[config.mk]
export PLATFORM = sky130hd
export DESIGN_NAME = normalized_table_interpolator_flat
export DESIGN_NICKNAME = d
export VERILOG_FILES = /design/src/hdl/ntint_pkg.sv /design/src/hdl/ntint_if.sv /design/src/hdl/ntint_tbl_ram.sv /design/src/hdl/normalized_table_interpolator.sv /design/src/flat_wrapper.sv
export SDC_FILE = /design/constraint.sdc
export NUM_CORES = 2
export LEC_CHECK = 0
export BUFFER_PORTS_ARGS = -buffer_cell sky130_fd_sc_hd__clkbuf_2
export CORE_MARGIN = 2
export CORE_UTILIZATION = 60
export DETAILED_ROUTE_END_ITERATION = 16
export PLACE_DENSITY = 0.83
export SLEW_MARGIN = 0
export SYNTH_ARGS = -nofsm -noshare
export SYNTH_HDL_FRONTEND = slang
export SYNTH_SLANG_ARGS = --single-unit
[constraint.sdc]
create_clock -name clk_i -period 7.53 [get_ports clk_i]
set_input_delay 1.1295 -clock clk_i [delete_from_list [all_inputs] [get_ports clk_i]]
set_output_delay 1.1295 -clock clk_i [all_outputs]
set_load 0.02 [all_outputs]
[src/hdl/ntint_pkg.sv]
// Shared widths, codes and reset values of the normalized table interpolator.
package ntint_pkg;

  localparam int DataW   = 16;
  localparam int IdxW    = 4;
  localparam int LenW    = 5;
  localparam int CfgIdxW = 2;

  localparam int TableDepthDef = 16;
  localparam int FracBitsDef   = 6;

  // Configuration register indexes; the fourth code is unused.
  typedef enum logic [CfgIdxW-1:0] {
    CfgSpanLow  = 2'd0,
    CfgSpanHigh = 2'd1,
    CfgTableLen = 2'd2
  } cfg_reg_e;

  localparam logic OpWrite = 1'b0;
  localparam logic OpMap   = 1'b1;

  localparam logic StatOk       = 1'b0;
  localparam logic StatZeroSpan = 1'b1;

  localparam logic signed [DataW-1:0] SpanLowRst  = 16'sd0;
  localparam logic signed [DataW-1:0] SpanHighRst = 16'sd64;
  localparam logic [LenW-1:0]         TableLenRst = 5'd16;

  localparam int SatMax = 32767;
  localparam int SatMin = -32768;

endpackage

[src/hdl/ntint_if.sv]
// Channel interfaces of the normalized table interpolator: items, results, config writes.
interface ntint_in_if;
  logic                                valid;
  logic                                ready;
  logic                                op;
  logic signed [ntint_pkg::DataW-1:0]  sample;
  logic        [ntint_pkg::IdxW-1:0]   entry_index;
  logic signed [ntint_pkg::DataW-1:0]  entry_data;

  modport source (output valid, output op, output sample, output entry_index,
                  output entry_data, input ready);
  modport sink   (input valid, input op, input sample, input entry_index,
                  input entry_data, output ready);
endinterface

interface ntint_out_if;
  logic                                valid;
  logic                                ready;
  logic signed [ntint_pkg::DataW-1:0]  mapped;
  logic                                status;

  modport source (output valid, output mapped, output status, input ready);
  modport sink   (input valid, input mapped, input status, output ready);
endinterface

interface ntint_cfg_if;
  logic                                valid;
  logic                                ready;
  logic [ntint_pkg::CfgIdxW-1:0]       index;
  logic [ntint_pkg::DataW-1:0]         data;

  modport source (output valid, output index, output data, input ready);
  modport sink   (input valid, input index, input data, output ready);
endinterface

[src/hdl/ntint_tbl_ram.sv]
// Table memory: one write port and two registered read ports.
module ntint_tbl_ram #(
  parameter int Depth = ntint_pkg::TableDepthDef,
  localparam int Aw   = $clog2(Depth)
) (
  input  logic                               clk_i,
  input  logic                               we_i,
  input  logic [Aw-1:0]                      waddr_i,
  input  logic signed [ntint_pkg::DataW-1:0] wdata_i,
  input  logic                               re_i,
  input  logic [Aw-1:0]                      raddr_a_i,
  input  logic [Aw-1:0]                      raddr_b_i,
  output logic signed [ntint_pkg::DataW-1:0] rdata_a_o,
  output logic signed [ntint_pkg::DataW-1:0] rdata_b_o
);

  logic signed [ntint_pkg::DataW-1:0] mem [Depth];

  always_ff @(posedge clk_i) begin
    if (we_i) begin
      mem[waddr_i] <= wdata_i;
    end
  end

  always_ff @(posedge clk_i) begin
    if (re_i) begin
      rdata_a_o <= mem[raddr_a_i];
      rdata_b_o <= mem[raddr_b_i];
    end
  end

endmodule

[src/hdl/normalized_table_interpolator.sv]
// Normalized table interpolator: span normalize, divide pipeline, table read and blend.
//
// Channels: item_i takes words with op = write (load entry_data into slot entry_index)
// or op = map (interpolate the table at sample). result_o returns exactly one word per
// item, in order: mapped and status. cfg_i writes span_low, span_high and table_len;
// it is always ready and may be written only while no item is in flight.
//
// Throughput: one item per cycle while result_o does not stall. The pipeline holds the
// quotient stages, which retire one quotient bit per stage, followed by position,
// table read, multiply and output stages. Table writes land at the read stage in item
// order, so a map sees every write accepted before it and none accepted after it.
//
// Reset clears all valid bits and loads the register defaults; table contents stay
// undefined until written. When the receiver stalls the output word holds, and empty
// stages behind it keep filling, so item_i stays ready until the pipeline is full.
module normalized_table_interpolator #(
  parameter int TABLE_DEPTH = ntint_pkg::TableDepthDef,
  parameter int FRAC_BITS   = ntint_pkg::FracBitsDef
) (
  input  logic              clk_i,
  input  logic              rst_ni,
  ntint_in_if.sink          item_i,
  ntint_out_if.source       result_o,
  ntint_cfg_if.sink         cfg_i
);

  localparam int Aw    = $clog2(TABLE_DEPTH);
  localparam int DifW  = ntint_pkg::DataW + 1;
  localparam int PosW  = FRAC_BITS + 1 + Aw;
  localparam int PW    = ntint_pkg::DataW + FRAC_BITS + 2;
  localparam int SPos  = FRAC_BITS + 1;
  localparam int SRd   = FRAC_BITS + 2;
  localparam int SPrd  = FRAC_BITS + 3;
  localparam int SOut  = FRAC_BITS + 4;
  localparam int NS    = FRAC_BITS + 5;

  typedef struct packed {
    logic                               op;
    logic [ntint_pkg::IdxW-1:0]         idx;
    logic signed [ntint_pkg::DataW-1:0] data;
    logic                               zero_span;
    logic                               sat_zero;
    logic                               sat_one;
    logic [DifW-1:0]                    rem;
    logic [DifW-1:0]                    den;
    logic [FRAC_BITS-1:0]               quo;
  } div_t;

  // Configuration registers
  logic signed [ntint_pkg::DataW-1:0] span_low_q, span_high_q;
  logic [ntint_pkg::LenW-1:0]         table_len_q;

  // Pipeline control
  logic [NS-1:0] v_q;
  logic [NS-1:0] adv;

  // Divider stages
  div_t dv_q   [FRAC_BITS+1];
  div_t dv_nxt [FRAC_BITS+1];

  // Position stage
  logic                               pos_op_q, pos_zero_q;
  logic [ntint_pkg::IdxW-1:0]         pos_idx_q;
  logic signed [ntint_pkg::DataW-1:0] pos_data_q;
  logic [PosW-1:0]                    pos_q, pos_d;
  logic [Aw-1:0]                      pos_len_q, len_m1;
  logic [Aw-1:0]                      pos_lo, pos_hi;
  logic [FRAC_BITS:0]                 t_val;
  logic                               tbl_we;

  // Read stage
  logic                               rd_op_q, rd_zero_q;
  logic [FRAC_BITS-1:0]               rd_frac_q;
  logic signed [ntint_pkg::DataW-1:0] rd_lo_data, rd_hi_data, hi_gated;
  logic [FRAC_BITS:0]                 w_lo;

  // Product stage
  logic                               prd_op_q, prd_zero_q;
  logic signed [PW-1:0]               prd_lo_q, prd_hi_q, prd_lo_d, prd_hi_d;
  logic signed [PW:0]                 blend_sum;
  logic signed [ntint_pkg::DataW-1:0] blend_sat;

  // Output stage
  logic                               out_op_q, out_status_q, out_status_d;
  logic signed [ntint_pkg::DataW-1:0] out_mapped_q, out_mapped_d;

  // One restoring step: shift the remainder and retire one quotient bit.
  function automatic div_t div_step(input div_t cur);
    div_t          nxt;
    logic [DifW:0] r2;
    logic          ge;
    nxt = cur;
    r2  = {cur.rem, 1'b0};
    ge  = (r2 >= {1'b0, cur.den});
    nxt.rem = ge ? DifW'(r2 - {1'b0, cur.den}) : DifW'(r2);
    nxt.quo = FRAC_BITS'({cur.quo, ge});
    return nxt;
  endfunction

  // ---------------------------------------------------------------- config
  assign cfg_i.ready = 1'b1;

  always_ff @(posedge clk_i or negedge rst_ni) begin
    if (!rst_ni) begin
      span_low_q  <= ntint_pkg::SpanLowRst;
      span_high_q <= ntint_pkg::SpanHighRst;
      table_len_q <= ntint_pkg::TableLenRst;
    end else if (cfg_i.valid) begin
      unique case (cfg_i.index)
        ntint_pkg::CfgSpanLow:  span_low_q  <= $signed(cfg_i.data);
        ntint_pkg::CfgSpanHigh: span_high_q <= $signed(cfg_i.data);
        ntint_pkg::CfgTableLen: table_len_q <= ntint_pkg::LenW'(cfg_i.data);
        default: ;
      endcase
    end
  end

  // ---------------------------------------------------------------- control
  always_comb begin
    adv[NS-1] = !v_q[NS-1] || result_o.ready;
    for (int i = NS - 2; i >= 0; i--) begin
      adv[i] = !v_q[i] || adv[i+1];
    end
  end

  assign item_i.ready = adv[0];

  always_ff @(posedge clk_i or negedge rst_ni) begin
    if (!rst_ni) begin
      v_q <= '0;
    end else begin
      if (adv[0]) begin
        v_q[0] <= item_i.valid;
      end
      for (int i = 1; i < NS; i++) begin
        if (adv[i]) begin
          v_q[i] <= v_q[i-1];
        end
      end
    end
  end

  // ---------------------------------------------------------------- normalize
  always_comb begin
    logic signed [DifW-1:0] diff, span;
    logic [DifW-1:0]        abs_d, abs_s;
    diff  = DifW'(item_i.sample) - DifW'(span_low_q);
    span  = DifW'(span_high_q) - DifW'(span_low_q);
    abs_d = diff[DifW-1] ? DifW'(-diff) : DifW'(diff);
    abs_s = span[DifW-1] ? DifW'(-span) : DifW'(span);
    dv_nxt[0].op        = item_i.op;
    dv_nxt[0].idx       = item_i.entry_index;
    dv_nxt[0].data      = item_i.entry_data;
    dv_nxt[0].zero_span = (span == '0);
    // opposite signs truncate to zero or below; a ratio of one or more clamps to one
    dv_nxt[0].sat_zero  = (diff == '0) || (diff[DifW-1] != span[DifW-1]);
    dv_nxt[0].sat_one   = (abs_d >= abs_s);
    dv_nxt[0].rem       = abs_d;
    dv_nxt[0].den       = abs_s;
    dv_nxt[0].quo       = '0;
    for (int k = 1; k <= FRAC_BITS; k++) begin
      dv_nxt[k] = div_step(dv_q[k-1]);
    end
  end

  always_ff @(posedge clk_i) begin
    for (int k = 0; k <= FRAC_BITS; k++) begin
      if (adv[k]) begin
        dv_q[k] <= dv_nxt[k];
      end
    end
  end

  // ---------------------------------------------------------------- position
  always_comb begin
    if (32'(table_len_q) > 32'(TABLE_DEPTH)) begin
      len_m1 = Aw'(TABLE_DEPTH - 1);
    end else if (table_len_q == '0) begin
      len_m1 = '0;
    end else begin
      len_m1 = Aw'(table_len_q - 1'b1);
    end
  end

  always_comb begin
    priority if (dv_q[FRAC_BITS].sat_zero) begin
      t_val = '0;
    end else if (dv_q[FRAC_BITS].sat_one) begin
      t_val = {1'b1, FRAC_BITS'(0)};
    end else begin
      t_val = {1'b0, dv_q[FRAC_BITS].quo};
    end
    pos_d = PosW'(t_val) * PosW'(len_m1);
  end

  always_ff @(posedge clk_i) begin
    if (adv[SPos]) begin
      pos_op_q   <= dv_q[FRAC_BITS].op;
      pos_idx_q  <= dv_q[FRAC_BITS].idx;
      pos_data_q <= dv_q[FRAC_BITS].data;
      pos_zero_q <= dv_q[FRAC_BITS].zero_span;
      pos_q      <= pos_d;
      pos_len_q  <= len_m1;
    end
  end

  assign pos_lo = pos_q[FRAC_BITS +: Aw];
  assign pos_hi = (pos_lo == pos_len_q) ? pos_lo : Aw'(pos_lo + 1'b1);

  // Writes land here, in item order with the reads of map words.
  assign tbl_we = adv[SRd] && v_q[SPos] && (pos_op_q == ntint_pkg::OpWrite) &&
                  (32'(pos_idx_q) < 32'(TABLE_DEPTH));

  ntint_tbl_ram #(
    .Depth (TABLE_DEPTH)
  ) u_tbl_ram (
    .clk_i     (clk_i),
    .we_i      (tbl_we),
    .waddr_i   (Aw'(pos_idx_q)),
    .wdata_i   (pos_data_q),
    .re_i      (adv[SRd]),
    .raddr_a_i (pos_lo),
    .raddr_b_i (pos_hi),
    .rdata_a_o (rd_lo_data),
    .rdata_b_o (rd_hi_data)
  );

  always_ff @(posedge clk_i) begin
    if (adv[SRd]) begin
      rd_op_q   <= pos_op_q;
      rd_zero_q <= pos_zero_q;
      rd_frac_q <= pos_q[FRAC_BITS-1:0];
    end
  end

  // ---------------------------------------------------------------- blend
  always_comb begin
    w_lo     = {1'b1, FRAC_BITS'(0)} - {1'b0, rd_frac_q};
    // upper entry has zero weight at a whole position; drop it
    hi_gated = (rd_frac_q == '0) ? '0 : rd_hi_data;
    prd_lo_d = PW'(rd_lo_data) * PW'($signed({1'b0, w_lo}));
    prd_hi_d = PW'(hi_gated) * PW'($signed({2'b00, rd_frac_q}));
  end

  always_ff @(posedge clk_i) begin
    if (adv[SPrd]) begin
      prd_op_q   <= rd_op_q;
      prd_zero_q <= rd_zero_q;
      prd_lo_q   <= prd_lo_d;
      prd_hi_q   <= prd_hi_d;
    end
  end

  always_comb begin
    blend_sum = (PW+1)'(prd_lo_q >>> FRAC_BITS) + (PW+1)'(prd_hi_q >>> FRAC_BITS);
    priority if (blend_sum > (PW+1)'(ntint_pkg::SatMax)) begin
      blend_sat = ntint_pkg::DataW'(ntint_pkg::SatMax);
    end else if (blend_sum < (PW+1)'(ntint_pkg::SatMin)) begin
      blend_sat = ntint_pkg::DataW'(ntint_pkg::SatMin);
    end else begin
      blend_sat = ntint_pkg::DataW'(blend_sum);
    end
    if (prd_op_q == ntint_pkg::OpWrite || prd_zero_q) begin
      out_mapped_d = '0;
    end else begin
      out_mapped_d = blend_sat;
    end
    out_status_d = (prd_op_q == ntint_pkg::OpMap && prd_zero_q) ?
                   ntint_pkg::StatZeroSpan : ntint_pkg::StatOk;
  end

  always_ff @(posedge clk_i) begin
    if (adv[SOut]) begin
      out_op_q     <= prd_op_q;
      out_mapped_q <= out_mapped_d;
      out_status_q <= out_status_d;
    end
  end

  assign result_o.valid  = v_q[SOut];
  assign result_o.mapped = out_mapped_q;
  assign result_o.status = out_status_q;

  // ---------------------------------------------------------------- checks
  a_write_result_zero: assert property (@(posedge clk_i) disable iff (!rst_ni)
    result_o.valid && out_op_q == ntint_pkg::OpWrite |->
      result_o.mapped == '0 && result_o.status == ntint_pkg::StatOk)
    else $error("write word returned a nonzero result");

  a_zero_span_result: assert property (@(posedge clk_i) disable iff (!rst_ni)
    result_o.valid && result_o.status == ntint_pkg::StatZeroSpan |->
      result_o.mapped == '0 && out_op_q == ntint_pkg::OpMap)
    else $error("zero span flag on a word with a mapped value");

  a_lo_in_table: assert property (@(posedge clk_i) disable iff (!rst_ni)
    v_q[SPos] |-> pos_lo <= pos_len_q)
    else $error("lower index beyond last entry in use");

  a_hi_adjacent: assert property (@(posedge clk_i) disable iff (!rst_ni)
    v_q[SPos] |-> (pos_hi == pos_lo) || (pos_hi == Aw'(pos_lo + 1'b1)))
    else $error("upper index not adjacent to lower index");

  a_accept_fills: assert property (@(posedge clk_i) disable iff (!rst_ni)
    item_i.valid && item_i.ready |=> v_q[0])
    else $error("accepted word lost at pipeline entry");

endmodule

[src/flat_wrapper.sv]
// flat-port wrapper written by rule: the top's interface ports become plain ports
module normalized_table_interpolator_flat 
#(
  parameter int TABLE_DEPTH = ntint_pkg::TableDepthDef,
  parameter int FRAC_BITS   = ntint_pkg::FracBitsDef
)
  (clk_i, rst_ni, item_i_valid, item_i_op, item_i_sample, item_i_entry_index, item_i_entry_data, item_i_ready, result_o_valid, result_o_mapped, result_o_status, result_o_ready, cfg_i_valid, cfg_i_index, cfg_i_data, cfg_i_ready);
  ntint_in_if item_i_i ();
  ntint_out_if result_o_i ();
  ntint_cfg_if cfg_i_i ();
  input  logic clk_i;
  input  logic rst_ni;
  input wire logic [$bits(item_i_i.valid)-1:0] item_i_valid;
  input wire logic [$bits(item_i_i.op)-1:0] item_i_op;
  input wire logic [$bits(item_i_i.sample)-1:0] item_i_sample;
  input wire logic [$bits(item_i_i.entry_index)-1:0] item_i_entry_index;
  input wire logic [$bits(item_i_i.entry_data)-1:0] item_i_entry_data;
  output wire logic [$bits(item_i_i.ready)-1:0] item_i_ready;
  output wire logic [$bits(result_o_i.valid)-1:0] result_o_valid;
  output wire logic [$bits(result_o_i.mapped)-1:0] result_o_mapped;
  output wire logic [$bits(result_o_i.status)-1:0] result_o_status;
  input wire logic [$bits(result_o_i.ready)-1:0] result_o_ready;
  input wire logic [$bits(cfg_i_i.valid)-1:0] cfg_i_valid;
  input wire logic [$bits(cfg_i_i.index)-1:0] cfg_i_index;
  input wire logic [$bits(cfg_i_i.data)-1:0] cfg_i_data;
  output wire logic [$bits(cfg_i_i.ready)-1:0] cfg_i_ready;
  assign item_i_i.valid = item_i_valid;
  assign item_i_i.op = item_i_op;
  assign item_i_i.sample = item_i_sample;
  assign item_i_i.entry_index = item_i_entry_index;
  assign item_i_i.entry_data = item_i_entry_data;
  assign item_i_ready = item_i_i.ready;
  assign result_o_valid = result_o_i.valid;
  assign result_o_mapped = result_o_i.mapped;
  assign result_o_status = result_o_i.status;
  assign result_o_i.ready = result_o_ready;
  assign cfg_i_i.valid = cfg_i_valid;
  assign cfg_i_i.index = cfg_i_index;
  assign cfg_i_i.data = cfg_i_data;
  assign cfg_i_ready = cfg_i_i.ready;
  normalized_table_interpolator #(.TABLE_DEPTH(TABLE_DEPTH), .FRAC_BITS(FRAC_BITS)) u_core (.clk_i(clk_i), .rst_ni(rst_ni), .item_i(item_i_i), .result_o(result_o_i), .cfg_i(cfg_i_i));
endmodule
# == Yosys cells after proc, flatten, opt, wreduce, memory -nomap -nowiden ==
# Memory sizes are Yosys's and may differ from the RTL's. A register that Yosys moved wholly into a read port is not among the register bits.
# Index checks and enable logic that the tools add are counted.
# totals
n_memories,2
in_bits,60
word_cells,134
ramBits,704
reg_bits,158
output_inout_bits,20
# classes
bitwise,2
n_addsub,14
n_reduce_logical,36
n_eq_ne,4
magnitude_cmp,10
multipliers,3
n_mux,33
# mem_list
name,words,width,read_ports,rd_ports_with_merged_regs,wr,line,rtl
u_core.dv_q,7,64,7,0,7,normalized_table_interpolator.sv:58,div_t dv_q [FRAC_BITS+1];
u_core.u_tbl_ram.mem,16,16,2,2,1,ntint_tbl_ram.sv:17,logic signed [ntint_pkg::DataW-1:0] mem [Depth];
# ops
operator,n
two-way mux 17 bit,8
greater-or-equal comparator 18 x 17 -> 1 bit,6
subtractor 17 bit,6
zero test 17 bit,2
negation 17 bit,2
subtractor 16 x 16 -> 17 bit,2
two-way mux 16 bit,2
> comparator 25 x 16 -> 1 bit (second input constant),1
less-than comparator 25 x 16 -> 1 bit (second input constant),1
multiplier 16 x 8 -> 24 bit,1
multiplier 16 x 7 -> 23 bit,1
adder 18 x 17 -> 19 bit,1
greater-or-equal comparator 17 bit,1
two-way mux 1 bit,17
two-way mux 15 bit,1
two-way mux 7 bit,2
logical OR 1 bit,13
two-way mux 4 bit,3
zero test 1 bit,11
multiplier 7 x 4 -> 10 bit,1
subtractor 7 x 6 -> 7 bit (first input constant),1
zero test 6 bit,1
AND reduction 2 bit,3
> comparator 5 bit (second input constant),1
11 further kinds,14

# == Logic depth before layout (Yosys ltp) ==
# depth
ltp_word,14
mapped_depth,25
ltp_nobuf,23

# == Cells and area by module ==
# From an unflattened synthesis, not the netlist that was laid out.
# hier_totals
hier_cells,3434
hier_area_um2,46494.6
# modules_own_cells
module,area_each_um2,seq_area_each_um2,cells_each,n_inst
normalized_table_interpolator,33804.9,15947.8,2849,1
ntint_tbl_ram,12689.7,8648.3,585,1

# == Worst setup path after synthesis ==
# Ideal clock, no wire load.
# synth_path
path_type,input to output
start,input result_o_ready
end,output item_i_ready
slack_ps,441
arrival_ps,5960
stages,6
t_required_ps,6400
n_path_buf,0
path_cell_list,nor2b_1 -> inv_1 -> nor2_1 -> nand3_1 -> nor2_1 -> nand4_1
# synth_between
elab_chain_len,11
# synth_rtl
element,line,rtl
start: declaration,flat_wrapper.sv:22,input wire logic [$bits(result_o_i.ready)-1:0] result_o_ready;
logical OR 1 bit,normalized_table_interpolator.sv:120,adv[NS-1] = !v_q[NS-1] || result_o.ready;
via u_core.adv[10],normalized_table_interpolator.sv:55,logic [NS-1:0] adv;
logical OR 1 bit (6 in series),normalized_table_interpolator.sv:122,adv[i] = !v_q[i] || adv[i+1];
via u_core.adv[4],normalized_table_interpolator.sv:55,
logical OR 1 bit (4 in series),normalized_table_interpolator.sv:122,
end: declaration,flat_wrapper.sv:18,output wire logic [$bits(item_i_i.ready)-1:0] item_i_ready;
# The timed path passes the listed nets, and every way through them passes these cells.

# == Final worst setup path ==
# layout_path
start,register u_core.rd_frac_q[1]
end,register u_core.prd_lo_q[20] (data pin)
# layout_between
elab_chain_len,2
# layout_rtl
element,line,rtl
start: declaration,normalized_table_interpolator.sv:73,logic [FRAC_BITS-1:0] rd_frac_q;
start signal: assignment,normalized_table_interpolator.sv:232,rd_frac_q <= pos_q[FRAC_BITS-1:0];
subtractor 7 x 6 -> 7 bit,normalized_table_interpolator.sv:238,"w_lo = {1'b1, FRAC_BITS'(0)} - {1'b0, rd_frac_q};"
multiplier 16 x 8 -> 24 bit,normalized_table_interpolator.sv:241,"prd_lo_d = PW'(rd_lo_data) * PW'($signed({1'b0, w_lo}));"
via u_core.prd_lo_d[20],normalized_table_interpolator.sv:79,"logic signed [PW-1:0] prd_lo_q, prd_hi_q, prd_lo_d, prd_hi_d;"
end signal: assignment,normalized_table_interpolator.sv:249,prd_lo_q <= prd_lo_d;
end: declaration,normalized_table_interpolator.sv:79,
# The timed path passes the listed nets, and every way through them passes these cells.
# A chain may end at the register's enable or synchronous reset.

==> metrics.txt <==
status=finished clean; Die ar.=0.07943 sq mm; Relative slew margins=25.70%; Syn Nets=3,894; worst-margin pin slew=1.114 ns; PnR worst setup slack=0.6204 ns; Required @ worst endpoint=7.92 ns; FFs w/ async S/R, synth=5.804%; first-pass GRT wire length=158,800 um; GRT Total Usage=26.35%; setup TNS=0 ns; # Post-CTS Setup Buffers=0; hold_buf cts=0; yosys warns=0; clk sinks=827; Synth Area per Inst=13.67 sq um; PostCTS Resize Cnt=0; worst hold slack=0.4139 ns; critical path capture point=u_core.prd_lo_q[20]$_DFFE_PP_; layout cells sized above 1=14.40%; CP Launch Type=flip-flop; Crit-path slowest cell=edfxtp_1; # rows=101; Crit Path Category=flip-flop to flip-flop; layout net count=4,027; core area=0.07620 sq mm; Post-Route WL=101,200 um; IO Pins=80; Area Overhead vs Synth=10.15%; antenna violations before repair=3; Most used DFF post-synth=edfxtp_1; period utilization=91.76%; CP delay by family, top=adder cells; Critical path origin=u_core.rd_frac_q[1]$_DFFE_PP_; die height=281.8 um; terminus of the critical flop-to-flop path=u_core.prd_lo_q[20]$_DFFE_PP_; Post-Route Utilization=66.95%; hpwl dp=69,430 um; # setup viols final=0; pre-CTS setup slack=0.7106 ns; kind of end point of the critical path=flip-flop; Die X=281.8 um; Reg2Reg Setup Slack=0.62 ns; CTS tree=yes; DR vias=28.15k; fmax=144.7 MHz; Min Clock Period, post-route=6.910 ns; Yosys top cell area share=50.51%; CP bufs+invs=4; Worst-path clk slew=0.06 ns; Max Root-Sink Buffers=3; crit path cell chain=inv_1 > ha_1 > or3b_1 > xor2_1 > nand2_1 > fa_1 > fa_1 > inv_1 > fa_1 > inv_1 > fa_1 > inv_1 > ha_1 > a21o_1 > a21oi_1 > a311oi_1 > o31ai_1 > a21boi_0 > o41ai_1 > xnor2_1; Worst path depth=20; vias in the first global route=29.20k; commonest non-fill, non-tap cell in the layout=edfxtp_1; Iter 0 DRT Violations=2,247; Synth area leaders=edfxtp_1 51%, mux4_2 7.8%, ha_1 7.5%; sequential share of the synthesized area=53.11%; number of synthesized flops with an enable pin=779; CP peak stage delay=0.64 ns; CP Max Fanout=18; Post-DRT Antenna Nets=0; post-DR vias/cell=6.089; most frequent cells in the layout=779 x edfxtp_1, 388 x inv_1, 276 x ha_1, 169 x fa_1, 160 x mux4_2; Worst Reg-to-Reg Cells=20; TritonCTS Buffers=83; largest net degree at the start of global routing=69; grt ovf=0; RSZ-0062 raised after global routing=no; flops & latches, synth=827; Final Hold Fails=0; max-slew violations=0; critical path arrival=7.30 ns; Placer Congestion=0.8832; drt pass-1 iters=6; H-Tree Depth=3; Cell variety after synth=91; Root Driver=clkbuf_16; hold depth=0; Synth Cell Area=0.04632 sq mm; Cells after Synth=3,389; Port Buf Inserts=78; drc violations=0; Starting Density=60.78%; clk_lat worst skew=0.66 ns; Avg WL per Cell=21.88 um; Synth area leader=edfxtp_1; reg-to-reg startpoint=u_core.rd_frac_q[1]$_DFFE_PP_; # Max-Cap Violations=0; clock skew=0.04406 ns; Min-Delay Path Class=flip-flop to flip-flop
[Yosys cell counts, types with 9 or more instances]
library cell,count
a211oi_1,12
a21o_1,40
a21oi_1,129
a31oi_1,16
and2_1,150
and3_1,38
buf_1,10
buf_2,10
clkbuf_1,56
dfrtp_1,46
edfxtp_1,779
fa_1,169
ha_1,276
inv_1,389
mux2_1,9
mux2_2,59
mux4_2,160
nand2_1,150
nand2b_1,35
nand3_1,54
nand4_1,22
nor2_1,143
nor2b_1,43
nor3_1,46
o21a_1,46
o21ai_0,102
o21bai_1,10
o31a_1,14
o31ai_1,17
or2_2,10
or3_1,16
xnor2_1,118
xor2_1,73
[how the worst min path moves through the flow]
stage / from / to / slack, ns
2_1_floorplan: u_core.dv_q[0][40]$_DFFE_PP_ / u_core.dv_q[1][40]$_DFFE_PP_ / 0.40
3_5_place_dp: u_core.dv_q[1][43]$_DFFE_PP_ / u_core.dv_q[2][43]$_DFFE_PP_ / 0.40
4_1_cts: u_core.dv_q[6][59]$_DFFE_PP_ / u_core.pos_idx_q[0]$_DFFE_PP_ / 0.42
5_1_grt: u_core.dv_q[6][58]$_DFFE_PP_ / u_core.pos_data_q[15]$_DFFE_PP_ / 0.42
6_report: u_core.dv_q[6][58]$_DFFE_PP_ / u_core.pos_data_q[15]$_DFFE_PP_ / 0.41
3_3_place_gp: u_core.dv_q[0][40]$_DFFE_PP_ / u_core.dv_q[1][40]$_DFFE_PP_ / 0.40
[sequential cells by signal, indices dropped and copies added (netlist names), 17 cells and up]
name / count
u_core.u_tbl_ram.mem: 256
u_core.prd_lo_q: 18
u_core.prd_hi_q: 17
u_core.dv_q: 393
[cell families after synthesis]
group	synth area share [%]
other	0.008097
buffers and inverters	3.852
adders and majority gates	14.80
xor gates and xnor gates	3.647
DFF	53.11
and+or+nand+nor	8.377
muxes	9.585
AOI/OAI and AO/OA	6.621
[stage by stage]
stage          cells  instance area (sq um)
2_1_floorplan   3389                  46320
3_3_place_gp    4467                  48130
3_5_place_dp    4467                  48130
4_1_cts         4620                  51010
5_1_grt         4623                  51020
6_report        4623                  51020
[per-layer routing]
metal	vias up	track usage, %	routed length, um
met5	-	0	0
li1	12650	-	-
met2	1324	47.12	52070
met1	13810	30.18	35550
met3	362	4.392	7227
met4	0	14.39	6311
[layout make-up]
| cell class | instances | area [sq um] |
|---|---|---|
| diodes | 3 | 7.507 |
| clock buffers | 95 | 2143 |
| clock inverters | 58 | 742.0 |
| fillers | 5051 | 25180 |
| inverters | 390 | 1464 |
| multi-input cells | 2093 | 20020 |
| flip-flops and latches | 827 | 24600 |
| well taps | 1030 | 1289 |
| repair buffers | 127 | 758.2 |
Power is left out: the tool's default activity adds up to more than one toggle a clock period on the data nets, which glitch-free logic cannot reach.
